===== src/rtl/lob_ram.sv =====
module lob_ram #(
   parameter int WIDTH = 8,
   parameter int DEPTH = 16
) (
   input  logic                     clock,
   input  logic                     wr_en,
   input  logic [$clog2(DEPTH)-1:0] wr_addr,
   input  logic [WIDTH-1:0]         wr_data,
   input  logic [$clog2(DEPTH)-1:0] rd_addr,
   output logic [WIDTH-1:0]         rd_data
);

   logic [WIDTH-1:0] mem_ff [DEPTH];
   logic [WIDTH-1:0] rd_data_ff;

   always_ff @(posedge clock) begin
      if (wr_en) begin
         mem_ff[wr_addr] <= wr_data;
      end
      rd_data_ff <= mem_ff[rd_addr];
   end

   assign rd_data = rd_data_ff;

endmodule


===== config.mk =====
export PLATFORM = sky130hd
export DESIGN_NAME = lob_ram
export DESIGN_NICKNAME = d
export VERILOG_FILES = /design/src/rtl/lob_ram.sv
export SDC_FILE = /design/constraint.sdc
export NUM_CORES = 1
export LEC_CHECK = 0
export ABC_AREA = 0
export BUFFER_PORTS_ARGS = -buffer_cell sky130_fd_sc_hd__buf_2
export CORE_MARGIN = 5
export CORE_UTILIZATION = 45
export DETAILED_ROUTE_END_ITERATION = 12
export HOLD_SLACK_MARGIN = 0.06
export PLACE_DENSITY = 0.64
export SLEW_MARGIN = 30
export SYNTH_ARGS = -nofsm -noshare
export SYNTH_HDL_FRONTEND = slang
export SYNTH_SLANG_ARGS = --single-unit

===== constraint.sdc =====
create_clock -name clock -period 1.8 [get_ports clock]
set_input_delay 0.36 -clock clock [delete_from_list [all_inputs] [get_ports clock]]
set_output_delay 0.36 -clock clock [all_outputs]
set_load 0.1 [all_outputs]

After elaboration in Yosys (flattened, before gate mapping)

Memory sizes are Yosys's and may differ from the RTL's. A register that Yosys moved wholly into a read port is not among the register bits.
Index checks and enable logic that the tools add are counted.

Register bits: 0
Bits in writable memories: 128
Input port bits: 18
Memories: 1

Mux-type cells: 2

Memory list:

| name   | depth | width | read ports | clocked after memory_dff | write ports | RTL line | source |
|---|---|---|---|---|---|---|---|
| mem_ff | 16    | 8     | 1          | 1                        | 1           | 13       | `logic [WIDTH-1:0] mem_ff [DEPTH];` |

Operators by type and width:

| operator          | count |
|---|---|
| 1-bit two-way mux | 2 |

Depth between registers and ports, before layout

Depth after elaboration: 2
Mapped depth: 5
Depth with buffers taken out: 3

Worst setup path after synthesis

Ideal clock, no wire load.

Kind: input -> register
Start point: input wr_addr[2]
End point: memory mem_ff[0][0] (enable)
Library setup time: 0.383 ns
Arrival: 1.470 ns
Path slack: -0.053 ns
Stages: 2
Path buffers: 0
Cells stage by stage: or3b_2 > nor3_1

RTL lines:

| element     | RTL line | source |
|---|---|---|
| from (decl) | 7        | `input logic [$clog2(DEPTH)-1:0] wr_addr,` |
| to (decl)   | 13       |  |

No word-level cell before the write port.

Worst setup path after layout

Start point: register rd_data_ff[7] (netlist: rd_data[7]), read port of mem_ff
End point: output rd_data[7]

RTL lines:

| element     | RTL line | source |
|---|---|---|
| from (decl) | 14       | `logic [WIDTH-1:0] rd_data_ff;` |
| to (decl)   | 10       | `output logic [WIDTH-1:0] rd_data` |

No word-level cell between the ends.

==> flow_summary.ini <==
[layout]
drive_gt1_share_pct = 33.9
final-instance-count-excl-fill = 447
regArea_mm2 = 0.00400
syn2layout_area_growth_pct = 19.9
fin_nets = 309
antenna_cells = 0
fillers = 883
multi_input_area_mm2 = 0.00106

[clocking]
cts_resized = 0
clock_sinks = 136
cts.path.max_buffers = 2
postCtsSetupRepairBufs = 0
clkTransAtPathRegs_ns = 0.06
cts_root_buf = clkbuf_16
htreeDepth = 4
postCtsHoldBufs = 0
cts_inserted_buffers = 17
cts_tree = done
clk_latency_ns = 0.40

[worst_setup_path]
worst-path-max-fanout = 1
cp.depth = 1
cp_cell_sequence = buf_2
cp-end-kind = output pin
cp_slowest_cell = buf_2
worst_ep_arrival_time_ns = 1.27
max_stage_delay_ns = 0.46
setup.worst_path.class = reg -> out
ff2ff_path_depth = 3
worstSetupStartpointType = register
cp_top_family = buffers and inverters
critPathRequiredTime_ns = 1.44
cp.buffers_inverters = 1

[synthesis]
syn_nets = 247
synth_top_area_cell = edfxtp_1
ys_warn_count = 0
synth_common_cells = edfxtp_1 (128), mux4_2 (18), a22oi_1 (16)
async_flop_share_pct = 0
synth_top_area_share_pct = 74.7
syn_avg_cell_area_um2 = 22.5
synthDistinctLibCells = 19
synth_edf_count = 128
seq_area_frac_synth_pct = 77.8
syn-cell-area_mm2 = 0.00515
ys_ff_latch = 136
ys.flop_type = edfxtp_1
netlist_top_cells_area = edfxtp_1 (75%), mux4_2 (7.9%), mux4_1 (7.1%)
synth_most_common_cell = edfxtp_1
synth_cells = 229

[grt]
grt_pass1_wl_mm = 15.0
grt_max_degree = 33
grt_pass1_vias = 2475
antenna_found_initial = 0
grt_use_total_pct = 15.5
grt_overflow_total = 0

[floorplanning]
initial_core_util_pct = 45.5
die-height_um = 117
core_mm2 = 0.0113
rows = 39
dieArea_mm2 = 0.0137
pin_count = 26
dieWidth_um = 117

[pwr]
p_int_mw = 5.60
power_mw = 7.26
clkPwrFrac_pct = 44.1
seqPwrFrac_pct = 49.1
powerDensity_mw_per_mm2 = 1180
switching_power_mw = 1.65
p_leak_nw = 2.10
peakVddDrop_v = 0.000765
combPwrFrac_pct = 6.8
switching_share_pct = 22.8

[place]
gp_congestion = 0.730
dp_worst_setup_slack_ns = -0.0746
placedCellCount = 415
dp_hpwl_mm = 6.29
port-buffer-count = 25

[sta]
finalCritPeriodShare_pct = 90.5
fmax_mhz = 614
setup_viol = 0
final.setup.worst_slack_ns = 0.170
fin_crit_ns = 1.63
hold_violations = 0
slew_headroom_pct = 66.8
setup-tns-final_ns = 0
slew_violations = 0
grt_setup_unrepaired = no
finClkSkew_ns = 0.00721
whs_ns = 0.340
max_slew.worst_pin.slew_ns = 0.501

[drt]
viasPerCell = 5.45
postRouteAntennaNets = 0
drcViolationCount = 0
first_pass_iters = 5
first_iter_violations = 183
vias = 2438
wl_per_cell_um = 21.8
wirelength_mm = 9.74

[hold_path]
hold_class = in -> reg
hold-path-cell-count = 1

[run]
max_cap_violations = 0

[status]
status = finished, final reports clean
## through the flow
step / utilization [%] / instance area (µm²)
5_1_grt: 54.5 / 6170
3_5_place_dp: 49.6 / 5620
4_1_cts: 54.5 / 6170
2_1_floorplan: - / 5150
3_3_place_gp: 49.6 / 5620
6_report: 54.5 / 6170
## power groups by stage
stage	Combinational, mW	Sequential [mW]	Clock, mW
5_1_grt	0.526	3.57	3.40
2_1_floorplan	0.180	3.78	0
6_report	0.493	3.56	3.20
3_3_place_gp	0.495	3.63	0
4_1_cts	0.502	3.56	3.26
3_5_place_dp	0.501	3.63	0
## path summary, 6_finish.rpt
check | start | endpoint | slack [ns]
setup / recovery | rd_data[7]$_DFF_P_ | rd_data[7] | 0.17
hold / removal | wr_data[1] | mem_ff[4][1]$_DFFE_PP_ | 0.34
hold reg to reg | mem_ff[12][3]$_DFFE_PP_ | rd_data[3]$_DFF_P_ | 0.68
setup reg to reg | mem_ff[1][1]$_DFFE_PP_ | rd_data[1]$_DFF_P_ | 0.43
## worst reg2reg max path, delay by kind of cell, from the launching register on
| kind | cells | cell delay, ns |
|---|---|---|
| multiplexers | 1 | 0.51 |
| AND/OR/NAND/NOR | 1 | 0.13 |
| flip-flops | 1 | 0.35 |
| AO/OA/AOI/OAI | 1 | 0.24 |
## logic make-up (layout without fill, tap and decap cells)
kind of cell / count (synthesis) / in the layout / share of synthesized area [%]
flip-flops: 136 / 136 / 77.8
AND/OR/NAND/NOR: 35 / 35 / 3.18
multiplexers: 32 / 32 / 15.0
AO/OA/AOI/OAI: 16 / 16 / 2.33
buffers and inverters: 10 / 85 / 1.68
## cell usage in the layout (no fill, tap or decap), types with 2 or more instances in the layout
master      Yosys  layout
a22oi_1        16      16
buf_12          0       3
buf_2           3      25
buf_4           1      25
clkbuf_1        0       2
clkbuf_16       0      17
clkinvlp_4      0       7
dfxtp_1         8       8
edfxtp_1      128     128
inv_6           0       3
mux4_1         14      14
mux4_2         18      18
nand2_1         9       9
nand2b_1        2       2
nand3b_1        2       2
nor2_1         13      13
nor3_1          4       3
## metal layers
layer / global-route usage, % / wire [µm]
met1: 22.4 / 4360
met2: 23.8 / 4760
met3: 4.22 / 571
met4: 3.90 / 45
met5: 0 / 0
## flip-flops by register name, indices dropped and copies added (netlist names)
signal / flops
mem_ff: 128
rd_data: 8
## cell type report
class,instances,share of cell area [%]
Sequential cell,136,64.9
Multi-Input combinational cell,83,17.2
Clock buffer,19,7.01
Timing Repair Buffer,53,6.04
Tap cell,143,2.90
Clock inverter,13,1.99
(Power assumes the default switching activity.)
